--- config.mk ---
export PLATFORM = sky130hd
export DESIGN_NAME = quoted_key_value_extractor_top_flat
export DESIGN_NICKNAME = d
export VERILOG_FILES = /design/src/hdl/qkve_pkg.sv /design/src/hdl/qkve_if.sv /design/src/hdl/quoted_key_value_extractor_top.sv /design/src/flat_wrapper.sv
export VERILOG_INCLUDE_DIRS = /design/src /design/src/hdl
export SDC_FILE = /design/constraint.sdc
export NUM_CORES = 1
export LEC_CHECK = 0
export BUFFER_PORTS_ARGS = -buffer_cell sky130_fd_sc_hd__buf_2
export CORE_MARGIN = 3
export CORE_UTILIZATION = 40
export CTS_BUF_LIST = sky130_fd_sc_hd__clkbuf_16
export DETAILED_ROUTE_END_ITERATION = 6
export PLACE_DENSITY = 0.56
export SYNTH_ARGS = -nofsm -noshare
export SYNTH_HDL_FRONTEND = slang
export SYNTH_SLANG_ARGS = --single-unit
--- constraint.sdc ---
create_clock -name clock -period 4.8 [get_ports clock]
set_clock_uncertainty 0.1 [all_clocks]
set_input_delay 0.24 -clock clock [delete_from_list [all_inputs] [get_ports clock]]
set_output_delay 0.24 -clock clock [all_outputs]
set_load 0.03 [all_outputs]
--- src/hdl/quoted_key_value_extractor_top_assert.svh ---
// ----------------------------------------------------------------------------
// Assertion macros for the quoted key/value extractor
// Concurrent checks that compile away when SYNTHESIS is defined.
// ----------------------------------------------------------------------------
`ifndef QUOTED_KEY_VALUE_EXTRACTOR_TOP_ASSERT_SVH
`define QUOTED_KEY_VALUE_EXTRACTOR_TOP_ASSERT_SVH

`ifndef SYNTHESIS
`define QKVE_ASSERT_SAME(lbl, clk, rst, ante, cons) \
   lbl: assert property (@(posedge clk) disable iff (rst) (ante) |-> (cons)) \
      else $error("qkve assertion failed: same-cycle check");
`define QKVE_ASSERT_NEXT(lbl, clk, rst, ante, cons) \
   lbl: assert property (@(posedge clk) disable iff (rst) (ante) |=> (cons)) \
      else $error("qkve assertion failed: next-cycle check");
`else
`define QKVE_ASSERT_SAME(lbl, clk, rst, ante, cons)
`define QKVE_ASSERT_NEXT(lbl, clk, rst, ante, cons)
`endif

`endif

--- src/hdl/qkve_pkg.sv ---
`timescale 1ns / 1ps
// ----------------------------------------------------------------------------
// qkve_pkg
// Shared types and constants of the quoted key/value extractor.
// ----------------------------------------------------------------------------
package qkve_pkg;

   localparam int CSR_INDEX_W = 3;
   localparam int CSR_DATA_W  = 64;
   localparam int KEY_LEN_W   = 6;
   localparam int KEY_WORDS   = 4;

   localparam logic [CSR_INDEX_W-1:0] CSR_KEY_LENGTH  = 3'd0;
   localparam logic [CSR_INDEX_W-1:0] CSR_KEY_CHARS_0 = 3'd1;
   localparam logic [CSR_INDEX_W-1:0] CSR_KEY_CHARS_1 = 3'd2;
   localparam logic [CSR_INDEX_W-1:0] CSR_KEY_CHARS_2 = 3'd3;
   localparam logic [CSR_INDEX_W-1:0] CSR_KEY_CHARS_3 = 3'd4;

   localparam logic [7:0]           QUOTE_CHAR = 8'h22;
   localparam logic [KEY_LEN_W-1:0] POS_SAT    = 6'd63;

   typedef enum logic [1:0] {
      KIND_CHAR      = 2'd0,
      KIND_FOUND     = 2'd1,
      KIND_NOT_FOUND = 2'd2
   } kind_type;

endpackage

--- src/hdl/qkve_if.sv ---
`timescale 1ns / 1ps
// ----------------------------------------------------------------------------
// qkve_req_if / qkve_rsp_if
// Valid/ready channels for text bytes in and extracted results out.
// ----------------------------------------------------------------------------
interface qkve_req_if;
   logic       valid;
   logic       ready;
   logic [7:0] text_byte;
   logic       end_of_text;

   modport source (output valid, output text_byte, output end_of_text, input ready);
   modport sink   (input valid, input text_byte, input end_of_text, output ready);
endinterface

interface qkve_rsp_if;
   logic       valid;
   logic       ready;
   logic [7:0] value_byte;
   logic [1:0] kind;

   modport source (output valid, output value_byte, output kind, input ready);
   modport sink   (input valid, input value_byte, input kind, output ready);
endinterface

--- src/hdl/quoted_key_value_extractor_top.sv ---
`timescale 1ns / 1ps
// ----------------------------------------------------------------------------
// quoted_key_value_extractor_top
// Finds the value of a configured key in a quoted-string text stream.
// ----------------------------------------------------------------------------
// Takes one text byte per clock while req.ready is high and returns each
// character of the value that follows the first key string equal to the
// programmed key, then a found status at the value's closing quote, or a
// not-found status on the byte that carries end_of_text. A byte is processed
// in the cycle it is accepted, and its result, if any, sits in a single
// output register; req.ready stays high as long as that register is empty or
// being drained, so a new transaction is taken every clock in that case.
// Program the key (key_length, then key_chars_0..3, low byte first) only
// while the stream is idle.
// ----------------------------------------------------------------------------
`include "quoted_key_value_extractor_top_assert.svh"

module quoted_key_value_extractor_top #(
   parameter int KEY_MAX = 32
) (
   input  logic                                clock,
   input  logic                                reset,
   qkve_req_if.sink                            req,
   qkve_rsp_if.source                          rsp,
   input  logic                                csr_we,
   input  logic [qkve_pkg::CSR_INDEX_W-1:0]    csr_index,
   input  logic [qkve_pkg::CSR_DATA_W-1:0]     csr_data
);
   import qkve_pkg::*;

   logic [KEY_LEN_W-1:0] key_length_ff;
   logic [7:0]           key_ff [KEY_MAX];
   logic [KEY_WORDS-1:0] word_we;

   logic                 inside_ff, inside_in;
   logic                 reading_ff, reading_in;
   logic                 matched_ff, matched_in;
   logic                 compare_ok_ff, compare_ok_in;
   logic [KEY_LEN_W-1:0] pos_ff, pos_in;
   logic                 finished_ff, finished_in;

   logic                 rsp_valid_ff, rsp_valid_in;
   logic [7:0]           value_ff, value_in;
   kind_type             kind_ff, kind_in;

   logic                 accept;
   logic                 emit;
   logic                 found_now;
   logic                 is_quote;
   logic [KEY_MAX-1:0]   pos_hit;
   logic                 char_eq;

   // configuration
   always_comb begin
      word_we = '0;
      unique case (csr_index)
         CSR_KEY_CHARS_0: word_we[0] = csr_we;
         CSR_KEY_CHARS_1: word_we[1] = csr_we;
         CSR_KEY_CHARS_2: word_we[2] = csr_we;
         CSR_KEY_CHARS_3: word_we[3] = csr_we;
         default:         word_we = '0;
      endcase
   end

   always_ff @(posedge clock) begin
      if (reset) begin
         key_length_ff <= '0;
      end else if (csr_we && csr_index == CSR_KEY_LENGTH) begin
         key_length_ff <= csr_data[KEY_LEN_W-1:0];
      end
   end

   for (genvar k = 0; k < KEY_MAX; k++) begin : g_key
      always_ff @(posedge clock) begin
         if (reset) begin
            key_ff[k] <= '0;
         end else if (word_we[k/8]) begin
            key_ff[k] <= csr_data[(k%8)*8 +: 8];
         end
      end
      assign pos_hit[k] = (pos_ff == KEY_LEN_W'(k)) && (key_ff[k] == req.text_byte);
   end

   assign char_eq  = |pos_hit;
   assign is_quote = (req.text_byte == QUOTE_CHAR);
   assign req.ready = !rsp_valid_ff || rsp.ready;
   assign accept    = req.valid && req.ready;

   // search step
   always_comb begin
      inside_in     = inside_ff;
      reading_in    = reading_ff;
      matched_in    = matched_ff;
      compare_ok_in = compare_ok_ff;
      pos_in        = pos_ff;
      finished_in   = finished_ff;
      emit          = 1'b0;
      found_now     = 1'b0;
      value_in      = '0;
      kind_in       = KIND_CHAR;

      if (!finished_ff) begin
         if (is_quote) begin
            if (!inside_ff) begin
               inside_in     = 1'b1;
               pos_in        = '0;
               compare_ok_in = 1'b1;
            end else begin
               inside_in = 1'b0;
               if (!reading_ff) begin
                  matched_in = compare_ok_ff && (pos_ff == key_length_ff);
                  reading_in = 1'b1;
               end else begin
                  reading_in = 1'b0;
                  if (matched_ff) begin
                     emit        = 1'b1;
                     kind_in     = KIND_FOUND;
                     finished_in = 1'b1;
                     found_now   = 1'b1;
                  end
               end
            end
         end else if (inside_ff) begin
            if (!reading_ff) begin
               if (pos_ff >= key_length_ff || !char_eq) begin
                  compare_ok_in = 1'b0;
               end
               if (pos_ff != POS_SAT) begin
                  pos_in = pos_ff + KEY_LEN_W'(1);
               end
            end else if (matched_ff) begin
               emit     = 1'b1;
               value_in = req.text_byte;
            end
         end
      end

      if (req.end_of_text) begin
         if (!finished_ff && !found_now) begin
            emit     = 1'b1;
            value_in = '0;
            kind_in  = KIND_NOT_FOUND;
         end else if (!found_now) begin
            emit = 1'b0;
         end
         inside_in     = 1'b0;
         reading_in    = 1'b0;
         matched_in    = 1'b0;
         compare_ok_in = 1'b1;
         pos_in        = '0;
         finished_in   = 1'b0;
      end
   end

   always_ff @(posedge clock) begin
      if (reset) begin
         inside_ff     <= 1'b0;
         reading_ff    <= 1'b0;
         matched_ff    <= 1'b0;
         compare_ok_ff <= 1'b1;
         pos_ff        <= '0;
         finished_ff   <= 1'b0;
      end else if (accept) begin
         inside_ff     <= inside_in;
         reading_ff    <= reading_in;
         matched_ff    <= matched_in;
         compare_ok_ff <= compare_ok_in;
         pos_ff        <= pos_in;
         finished_ff   <= finished_in;
      end
   end

   // output register
   always_comb begin
      if (accept && emit) begin
         rsp_valid_in = 1'b1;
      end else if (rsp.ready) begin
         rsp_valid_in = 1'b0;
      end else begin
         rsp_valid_in = rsp_valid_ff;
      end
   end

   always_ff @(posedge clock) begin
      if (reset) begin
         rsp_valid_ff <= 1'b0;
      end else begin
         rsp_valid_ff <= rsp_valid_in;
      end
   end

   always_ff @(posedge clock) begin
      if (accept && emit) begin
         value_ff <= value_in;
         kind_ff  <= kind_in;
      end
   end

   assign rsp.valid      = rsp_valid_ff;
   assign rsp.value_byte = value_ff;
   assign rsp.kind       = kind_ff;

   `QKVE_ASSERT_SAME(a_no_rsp_after_found, clock, reset, accept && finished_ff, !emit)
   `QKVE_ASSERT_NEXT(a_eot_clears, clock, reset, accept && req.end_of_text, !finished_ff && !inside_ff && !reading_ff && compare_ok_ff && pos_ff == '0)
   `QKVE_ASSERT_NEXT(a_found_sets_done, clock, reset, accept && emit && kind_in == KIND_FOUND && !req.end_of_text, finished_ff && rsp_valid_ff)
   `QKVE_ASSERT_SAME(a_char_in_value, clock, reset, accept && emit && kind_in == KIND_CHAR, inside_ff && reading_ff && matched_ff)

endmodule
--- src/flat_wrapper.sv ---
// flat-port wrapper written by rule: the top's interface ports become plain ports
module quoted_key_value_extractor_top_flat import qkve_pkg::*;
#(
   parameter int KEY_MAX = 32
)
  (clock, reset, csr_we, csr_index, csr_data, req_valid, req_text_byte, req_end_of_text, req_ready, rsp_valid, rsp_value_byte, rsp_kind, rsp_ready);
  qkve_req_if req_i ();
  qkve_rsp_if rsp_i ();
  input  logic clock;
  input  logic reset;
  input  logic csr_we;
  input  logic [qkve_pkg::CSR_INDEX_W-1:0] csr_index;
  input  logic [qkve_pkg::CSR_DATA_W-1:0] csr_data;
  input wire logic [$bits(req_i.valid)-1:0] req_valid;
  input wire logic [$bits(req_i.text_byte)-1:0] req_text_byte;
  input wire logic [$bits(req_i.end_of_text)-1:0] req_end_of_text;
  output wire logic [$bits(req_i.ready)-1:0] req_ready;
  output wire logic [$bits(rsp_i.valid)-1:0] rsp_valid;
  output wire logic [$bits(rsp_i.value_byte)-1:0] rsp_value_byte;
  output wire logic [$bits(rsp_i.kind)-1:0] rsp_kind;
  input wire logic [$bits(rsp_i.ready)-1:0] rsp_ready;
  assign req_i.valid = req_valid;
  assign req_i.text_byte = req_text_byte;
  assign req_i.end_of_text = req_end_of_text;
  assign req_ready = req_i.ready;
  assign rsp_valid = rsp_i.valid;
  assign rsp_value_byte = rsp_i.value_byte;
  assign rsp_kind = rsp_i.kind;
  assign rsp_i.ready = rsp_ready;
  quoted_key_value_extractor_top #(.KEY_MAX(KEY_MAX)) u_core (.clock(clock), .reset(reset), .req(req_i), .rsp(rsp_i), .csr_we(csr_we), .csr_index(csr_index), .csr_data(csr_data));
endmodule
==> results of run 1 <==
==> cell usage in the layout (no fill, tap or decap), types with 3 or more instances in the layout <==
master	netlist	layout
a21oi_1	8	8
and2_1	262	262
and3_1	4	4
buf_2	2	92
buf_4	17	19
bufinv_16	0	4
clkbuf_16	0	31
clkinv_1	0	5
clkinv_2	0	8
dfxtp_1	18	18
dlygate4sd3_1	0	67
edfxtp_1	266	266
ha_1	10	10
inv_1	10	15
mux2i_1	7	7
nand2_1	25	25
nand2b_1	7	6
nand3_1	21	21
nand4_1	49	49
nor2_1	21	20
nor2b_1	5	5
nor3_1	20	17
nor3_2	1	4
nor3b_1	5	5
nor4_1	26	26
o21a_1	4	4
o21ai_0	5	5
o21bai_4	0	3
o22ai_1	4	4
xnor2_1	182	182
xor2_1	77	77
==> synth_stat cells (all sizes together), types with 18 or more instances <==
| master | count |
|---|---|
| nor4 | 27 |
| nor3 | 21 |
| nand4 | 49 |
| xnor2 | 182 |
| buf | 33 |
| and2 | 263 |
| clkbuf | 32 |
| nor2 | 21 |
| edfxtp | 266 |
| nand3 | 21 |
| nand2 | 25 |
| dfxtp | 18 |
| xor2 | 77 |
==> critical path, delay by kind of cell, from the launching register on <==
| kind | cells | cell delay [ns] |
|---|---|---|
| adder cells (fa/ha/maj) | 1 | 0.29 |
| AND/OR/NAND/NOR | 4 | 1.41 |
| flip-flops | 1 | 0.45 |
| AO/OA/AOI/OAI | 2 | 0.24 |
| buffers and inverters | 1 | 0.13 |
==> through the flow <==
stage	total power, mW	util, %	area, µm²	setup WS [ns]	cells
floorplan	3.34	-	14300	0.667	1131
global placement	3.54	43.4	15100	1.72	1633
detailed placement	3.54	43.4	15100	1.70	1633
CTS	5.94	48.2	16800	2.09	1756
global route	6.09	48.2	16800	1.94	1756
finish	5.88	48.2	16800	2.04	1756
==> flip-flops by register name, indices dropped and copies added, names as in the netlist <==
signal	count
u_core.reading_ff	1
u_core.key_ff	256
u_core.compare_ok_ff	1
u_core.key_length_ff	6
u_core.pos_ff	6
u_core.rsp.kind	2
u_core.rsp.valid	1
u_core.matched_ff	1
u_core.finished_ff	1
u_core.rsp.value_byte	8
u_core.inside_ff	1
==> per-layer routing <==
metal  track usage (%)  vias to the layer above
met5                 0                        -
met2              32.5                      214
met4              5.31                        0
li1                  -                     4212
met1              28.5                     4363
met3              2.57                       56
==> cell families (layout without fill, tap and decap cells) <==
kind of cell | Yosys count | in the layout | share of synthesized area [%]
mux | 7 | 7 | 0.491
compound gates | 37 | 37 | 1.84
fa+ha+maj | 10 | 10 | 0.876
simple gates | 459 | 459 | 19.3
xor+xnor | 259 | 259 | 15.9
buf+inv | 75 | 245 | 3.17
flops | 284 | 284 | 58.4
==> final cells by class <==
class                   instances  share of cell area, %
clock buffers                  31                   4.62
flip-flops and latches        284                   49.7
multi-input cells             772                   33.1
repair buffers                179                   7.70
clock inverters                25                   1.32
well taps                     455                   3.39
inverters                      10                  0.223
==> where the power goes <==
group	internal, mW	switching [mW]
sequential	2.87	0.0687
combinational	0.249	0.342
clock	1.38	0.975
==> final timing paths <==
kind         depth (start not counted)                    start                      end  slack [ns]
max                                  8         u_core.pos_ff[0]     u_core.compare_ok_ff        2.04
min                                  2                    reset  u_core.key_length_ff[5]        0.02
max reg2reg                          8         u_core.pos_ff[0]     u_core.compare_ok_ff        2.04
min reg2reg                          2  u_core.key_length_ff[2]  u_core.key_length_ff[2]        0.40
==> results.yml, run 1 <==
status:
  run_status: "completed"
logic_synthesis:
  ys_types: 49
  synth_seq_cells: 284
  syn_avg_cell_area_um2: 12.6
  synthTopCellsByArea: "edfxtp_1, and2_1, xnor2_1"
  synth-warning-count: 0
  netlist_area_um2: 14300
  yosysSeqAreaShare_pct: 58.4
  async_flop_share_pct: 0
  syn_inst: 1131
  yosysTopAreaCell: "edfxtp_1"
  synth_nets: 1222
  synth_edf_count: 266
  synth_ff_type: "edfxtp_1"
  yosysTopAreaCellShare_pct: 55.9
floorplanning:
  die_h_um: 195
  initial_core_util_pct: 40.9
  rows: 68
  die_x_um: 195
  core_um2: 34900
  dieArea_um2: 38000
  ios: 93
sta:
  tns_ns: 0
  slew_headroom_pct: 23.1
  drv_slew: 0
  hold_ws_ns: 0.0247
  rsz0062_at_grt: "no"
  fmax_mhz: 362
  period_share_pct: 57.5
  worst_pin_slew_ns: 1.15
  setup_viol: 0
  hold_violations: 0
  period_needed_ns: 2.76
detailed_routing:
  wl_met2_um: 18100
  wl_um: 38600
  firstDrtPassIters: 5
  highest_layer: "met4"
  drc_errors: 0
  dr_total_vias: 8845
  drt-initial-drc-count: 552
  wl_met3_um: 1630
  drt-met1-wl_um: 17900
  ant_nets: 0
  avgViaCountPerCell: 5.04
  routedWlPerCell_um: 22.0
place:
  io_buffers: 92
  hpwl_um: 24300
  gp_congestion: 0.847
cells_and_area:
  area_delta_synth_final_pct: 17.6
  layout.nets: 1369
  drive_above_1_share_pct: 13.2
  multiInputGateArea_um2: 5550
  seqCellArea_um2: 8350
  antenna_cells: 0
  num-fill-cells: 3202
global_route:
  grt_pass1_vias: 9034
  grt_pass1_wl_um: 57900
  track_usage_pct: 20.0
  grt_max_degree: 65
  gr-total-overflow: 0
  antenna_found_initial: 0
clock_tree:
  clk_pin_slew_ns: 0.06
  cts_made_buffers: 31
  clock-root-buffer: "clkbuf_16"
  postCtsHoldBufs: 67
  htree_levels: 1
  cts.sinks: 284
  cts.path.max_buffers: 3
  post_cts_buffers: 0
  cts_tree: "yes"
  clk-insertion-delay-late_ns: 0.56
  cts_resized: 0
worst_setup_path:
  cpPeakStageDelay_ns: 0.54
  cp_slowest_cell: "or4_1"
  crit_arrival_ns: 3.09
  critPathRequiredTime_ns: 5.13
  worstPathCellList: "inv_1 -> ha_1 -> nor3b_1 -> nand4_1 -> o22ai_1 -> or4_1 -> nor4_1 -> o21ai_1"
  path_class: "reg -> reg"
  critPathLaunchType: "flop"
  crit_fanout: 7
  endpoint_kind: "flop"
hold_path:
  hp-class: "in -> reg"
pwr:
  p_leak_nw: 5.88
  cellPowerDensity_nw_per_um2: 350
  peakVddDrop_mv: 0.290
job:
  cap_viol_max_count: 0
Power figures use the tool's default switching activity.
==> run 2, diff against run 1 <==
==> constraint.sdc (replaced) <==
create_clock -name clock -period 2.65 [get_ports clock]
set_clock_uncertainty 0.1 [all_clocks]
set_input_delay 0.1325 -clock clock [delete_from_list [all_inputs] [get_ports clock]]
set_output_delay 0.1325 -clock clock [all_outputs]
set_load 0.03 [all_outputs]
==> run 2 against run 1 <==
Against the previous run: first-iteration DRC count up 18%; flip-flop and latch count is the same; non-clock buffer count up 38; global-route usage increased by 0.57 points; register-to-register slack worse by 1.9 ns; routed wire length is 1.3% higher; total power rose by 85%; via count grew 2.6%; die area unchanged; cell count grew 2.4%.
==> results.yml, run 2 (synthesis results as in run 1) <==
sta:
  setup_viol: 0
  hold_violations: 0
  hold_ws_ns: 0.0302
  drv_slew: 0
  fmax_mhz: 397
  rsz0062_at_grt: "no"
  slew_headroom_pct: 44.9
  period_share_pct: 95.0
  layout_setup_ws_ns: 0.131
  worst_pin_slew_ns: 0.820
  period_needed_ns: 2.52
  tns_ns: 0
place:
  dpl_cell_area_um2: 15600
  io_buffers: 92
  hpwl_um: 25300
  dp_cells: 1665
  gp_congestion: 0.821
  detailedPlace.worstSlack_ns: -0.251
clock_tree:
  clk_pin_slew_ns: 0.06
  cts.path.max_buffers: 3
  cts_made_buffers: 34
  cts_tree: "yes"
  post_cts_buffers: 0
  clk-insertion-delay-late_ns: 0.51
  htree_levels: 2
  cts.sinks: 284
  clock-root-buffer: "clkbuf_16"
pwr:
  power_frac_seq_pct: 48.9
  cellPowerDensity_nw_per_um2: 625
  p_int_mw: 8.30
  p_total_mw: 10.9
  swShare_pct: 23.6
  peakVddDrop_mv: 0.485
  combPwrFrac_pct: 10.3
  clkPwrFrac_pct: 40.8
  power_switching_mw: 2.56
  p_leak_nw: 6.21
cells_and_area:
  final_common_cell: "edfxtp_1"
  area_delta_synth_final_pct: 21.7
  antenna_cells: 0
  largest_reg_flops: 256
  layout.nets: 1410
  largest-register: "u_core.key_ff"
  drive_above_1_share_pct: 15.6
  final_cell_mix: "edfxtp_1, and2_1, xnor2_1"
  final_cells: 1799
  fin_area_um2: 17400
  post-route-util_pct: 49.8
worst_setup_path:
  cpPeakStageDelay_ns: 0.43
  regToRegSetupSlack_ns: 0.13
  critPathLaunchType: "flop"
  r2r_cells: 9
  endpoint_kind: "flop"
  startpoint: "u_core.pos_ff[1]"
  r2r_end: "u_core.compare_ok_ff"
  path_class: "reg -> reg"
  worstPathCellList: "inv_1 -> ha_1 -> nor3b_4 -> nand4_1 -> nor4_1 -> nor4_1 -> nand4_1 -> nor4_1 -> o21ai_1"
  crit_fanout: 6
  crit_end: "u_core.compare_ok_ff"
  timing.rr.start: "u_core.pos_ff[1]"
  critPathRequiredTime_ns: 2.99
  path_common_cell: "nor4_1"
  cp_slowest_cell: "nor4_1"
  crit_arrival_ns: 2.86
detailed_routing:
  firstDrtPassIters: 5
  ant_nets: 0
  wl_um: 39100
  drt-initial-drc-count: 651
  dr_total_vias: 9071
  avgViaCountPerCell: 5.04
  routedWlPerCell_um: 21.7
  drc_errors: 0
global_route:
  grt_pass1_wl_um: 59100
  grt_pass1_vias: 9257
  antenna_found_initial: 0
  track_usage_pct: 20.6
  gr-total-overflow: 0
  grt_max_degree: 65
floorplanning:
  rows: 68
  die_x_um: 195
  ios: 93
  die_h_um: 195
  dieArea_um2: 38000
  core_um2: 34900
  initial_core_util_pct: 40.9
hold_path:
  min_from: "csr_index[0]"
  hp-class: "in -> reg"
  hold_path_depth: 4
status:
  run_status: "completed"
job:
  cap_viol_max_count: 0
run 2: cell types whose count changed in the layout (fill, tap and decap cells not counted), sizes merged:
cell | previous run | this run
buf | 112 | 144
inv | 16 | 20
clkinv | 13 | 11
dlygate4sd3 | 67 | 73
bufinv | 4 | 1
clkbuf | 31 | 37
run 2: power by group through the flow:
stage | registers, mW | clock network (mW) | logic, mW
after floorplan | 5.40 | 0 | 0.647
after global placement | 5.40 | 0 | 1.05
after detailed placement | 5.41 | 0 | 1.05
after CTS | 5.31 | 4.51 | 1.13
after global routing | 5.34 | 4.69 | 1.22
final | 5.31 | 4.43 | 1.12
run 2: worst min path at each step:
stage	end	slack, ns
2_1_floorplan	u_core.key_length_ff[1]	0.18
3_3_place_gp	u_core.key_length_ff[2]	0.34
3_5_place_dp	u_core.key_ff[3][14]	0.35
4_1_cts	u_core.key_length_ff[3]	0.009
5_1_grt	u_core.key_length_ff[3]	0.08
6_report	u_core.key_length_ff[3]	0.03
run 2: layout make-up:
type | count | area (µm²)
Inverter | 10 | 37.5
Tap cell | 455 | 569
Timing Repair Buffer | 217 | 1790
Fill cell | 3093 | 17500
Clock buffer | 37 | 926
Clock inverter | 24 | 138
Sequential cell | 284 | 8350
Multi-Input combinational cell | 772 | 5570
run 2: per-layer routing:
layer | up-vias | global-route usage, % | share of wire, %
li1 | 4303 | - | -
met1 | 4471 | 29.3 | 46
met2 | 235 | 32.9 | 46
met3 | 62 | 2.85 | 4.8
met4 | 0 | 6.26 | 2.7
met5 | - | 0 | 0
run 2: worst max-delay path: cells and delay by family, from the launching register on:
kind	cells	cell delay (ns)
buffers and inverters	1	0.12
DFF	1	0.37
and+or+nand+nor	6	1.33
AOI/OAI and AO/OA	1	0.13
adders and majority gates	1	0.38
run 2: timing repair:
item | in CTS | in global routing
pin swaps | 0 | 0
endpoints found under the setup margin | 1 | 1
endpoints found under the hold margin | 269 | 0
resized for setup | 3 | 2
hold buffers | 73 | 0
==> run 3, diff against run 2 <==
--- a/config.mk
+++ b/config.mk
@@ -8,10 +8,10 @@
 export LEC_CHECK = 0
 export BUFFER_PORTS_ARGS = -buffer_cell sky130_fd_sc_hd__buf_2
 export CORE_MARGIN = 3
-export CORE_UTILIZATION = 40
+export CORE_UTILIZATION = 30
 export CTS_BUF_LIST = sky130_fd_sc_hd__clkbuf_16
 export DETAILED_ROUTE_END_ITERATION = 6
-export PLACE_DENSITY = 0.56
+export PLACE_DENSITY = 0.44
 export SYNTH_ARGS = -nofsm -noshare
 export SYNTH_HDL_FRONTEND = slang
 export SYNTH_SLANG_ARGS = --single-unit
==> run 3 against run 2 <==
Against the previous run: combinational power up 4%; fmax grew 3.1%; register-to-register slack gained 0.08 ns; via count decreased by 0.21%; die area grew 32%; cell area grew 0.92%; largest power group unchanged; sequential power is essentially flat; total power fell by 0.60%; first-iteration DRC count down 22%; critical path depth is the same; flip-flop and latch count unchanged.
==> results.yml, run 3 (synthesis results as in run 1) <==
status:
  run_status: "completed"
worst_setup_path:
  timing.rr.start: "u_core.pos_ff[1]"
  critPathRequiredTime_ns: 3.02
  crit_arrival_ns: 2.81
  r2r_cells: 9
  regToRegSetupSlack_ns: 0.21
  path_class: "reg -> reg"
  critPathLaunchType: "flop"
  cp_slowest_cell: "nor3b_1"
  cpPeakStageDelay_ns: 0.64
  crit_fanout: 6
  worstPathCellList: "inv_1 -> ha_1 -> nor3b_1 -> nand4_1 -> nor3_1 -> nor4_1 -> nand4_1 -> nor4_1 -> o21ai_1"
  r2r_end: "u_core.compare_ok_ff"
  endpoint_kind: "flop"
sta:
  tns_ns: 0
  setup_viol: 0
  period_needed_ns: 2.44
  worst_pin_slew_ns: 0.740
  fmax_mhz: 410
  period_share_pct: 92.1
  hold_violations: 0
  rsz0062_at_grt: "no"
  drv_slew: 0
  slew_headroom_pct: 50.3
detailed_routing:
  drt-initial-drc-count: 510
  avgViaCountPerCell: 4.65
  dr_total_vias: 9052
  drc_errors: 0
  firstDrtPassIters: 5
  wl_um: 42700
  ant_nets: 0
  routedWlPerCell_um: 21.9
pwr:
  p_leak_nw: 6.17
  peakVddDrop_mv: 0.363
  p_total_mw: 10.8
  cellPowerDensity_nw_per_um2: 616
cells_and_area:
  multiInputGateArea_um2: 5560
  fin_area_um2: 17500
  seqCellArea_um2: 8350
  drive_above_1_share_pct: 14.3
  final_cell_mix: "edfxtp_1, and2_1, xnor2_1"
  layout.nets: 1408
  area_delta_synth_final_pct: 22.8
  num-fill-cells: 4534
  largest_reg_flops: 256
  final_common_cell: "edfxtp_1"
  antenna_cells: 0
  final_cells: 1947
  largest-register: "u_core.key_ff"
clock_tree:
  clk-insertion-delay-late_ns: 0.54
  cts_made_buffers: 35
  htree_levels: 2
  clock-root-buffer: "clkbuf_16"
  cts.sinks: 284
  clk_pin_slew_ns: 0.06
  cts_tree: "yes"
  cts.path.max_buffers: 3
hold_path:
  hold_path_depth: 4
  hp-class: "in -> reg"
  holdPathEnd: "u_core.matched_ff"
  min_from: "req_valid"
global_route:
  track_usage_pct: 17.1
  antenna_found_initial: 0
  gr-total-overflow: 0
  grt_pass1_wl_um: 63400
  grt_pass1_vias: 9409
  grt_max_degree: 65
floorplanning:
  die_x_um: 224
  core_um2: 46800
  rows: 79
  initial_core_util_pct: 30.6
  ios: 93
  dieArea_um2: 50300
  die_h_um: 224
place:
  gp_congestion: 0.813
  hpwl_um: 27800
  dpl_cell_area_um2: 15700
  dp_cells: 1807
  io_buffers: 92
job:
  cap_viol_max_count: 0
-- run 3: cell types whose count changed in the layout (fill, tap and decap cells not counted), sizes merged --
cell         delta
buf            -10
dlygate4sd3     +7
inv             +2
bufinv          -1
clkbuf          -1
clkinvlp        -1
-- run 3: area by class of cell --
cell class	count	area share, %
timing repair buffer	214	10.4
tap	607	4.33
clock buffer	36	5.13
clock inverter	24	0.663
sequential	284	47.6
multi-input combinational	772	31.7
inverter	10	0.214
-- run 3: worst max path at each step --
| stage | from | end | slack (ns) | cells after the start |
|---|---|---|---|---|
| 2_1_floorplan | csr_index[2] | u_core.key_ff[2][0] | -0.05 | 3 |
| 3_3_place_gp | u_core.pos_ff[0] | u_core.compare_ok_ff | 0.17 | 9 |
| 3_5_place_dp | u_core.pos_ff[0] | u_core.compare_ok_ff | 0.15 | 9 |
| 4_1_cts | csr_index[1] | u_core.key_length_ff[4] | 0.14 | 7 |
| 5_1_grt | u_core.pos_ff[0] | u_core.compare_ok_ff | 0.03 | 8 |
| 6_report | u_core.pos_ff[1] | u_core.compare_ok_ff | 0.21 | 9 |
-- run 3: power breakdown --
group          internal (mW)  total (mW)  switching [mW]
Combinational          0.511        1.16           0.647
Clock                   2.45        4.33            1.87
Sequential              5.19        5.31           0.126
-- run 3: worst max-delay path, delay by kind of cell (launching register included) --
kind	cells	cell delay, ns
AO/OA/AOI/OAI	1	0.14
adder cells (fa/ha/maj)	1	0.30
buffers and inverters	1	0.11
flip-flops	1	0.37
AND/OR/NAND/NOR	6	1.35
-- run 3: per-stage QoR --
stage                     worst slack [ns]  hold WS (ns)  utilization, %
final                                0.208        0.0502            37.5
after global routing                0.0274        0.0698            37.5
after CTS                            0.145        0.0132            37.5
after detailed placement             0.154         0.363            33.6
after global placement               0.170         0.358            33.6
after floorplan                    -0.0494         0.180               -
-- run 3: metal layers --
layer  GRT usage (%)  up-vias  wire [µm]
met5               0        -          0
met4            4.80        0        869
met3            2.31       54       1550
met2            28.2      173      20300
met1            23.6     4526      20000
li1                -     4299          -
-- run 3: repair_timing --
item / 4_1_cts / 5_1_grt
setup endpoints to repair: 0 / 3
setup buffers: 0 / 0
gates resized for setup: 0 / 2
hold buffers: 80 / 0
hold endpoints to repair: 269 / 0
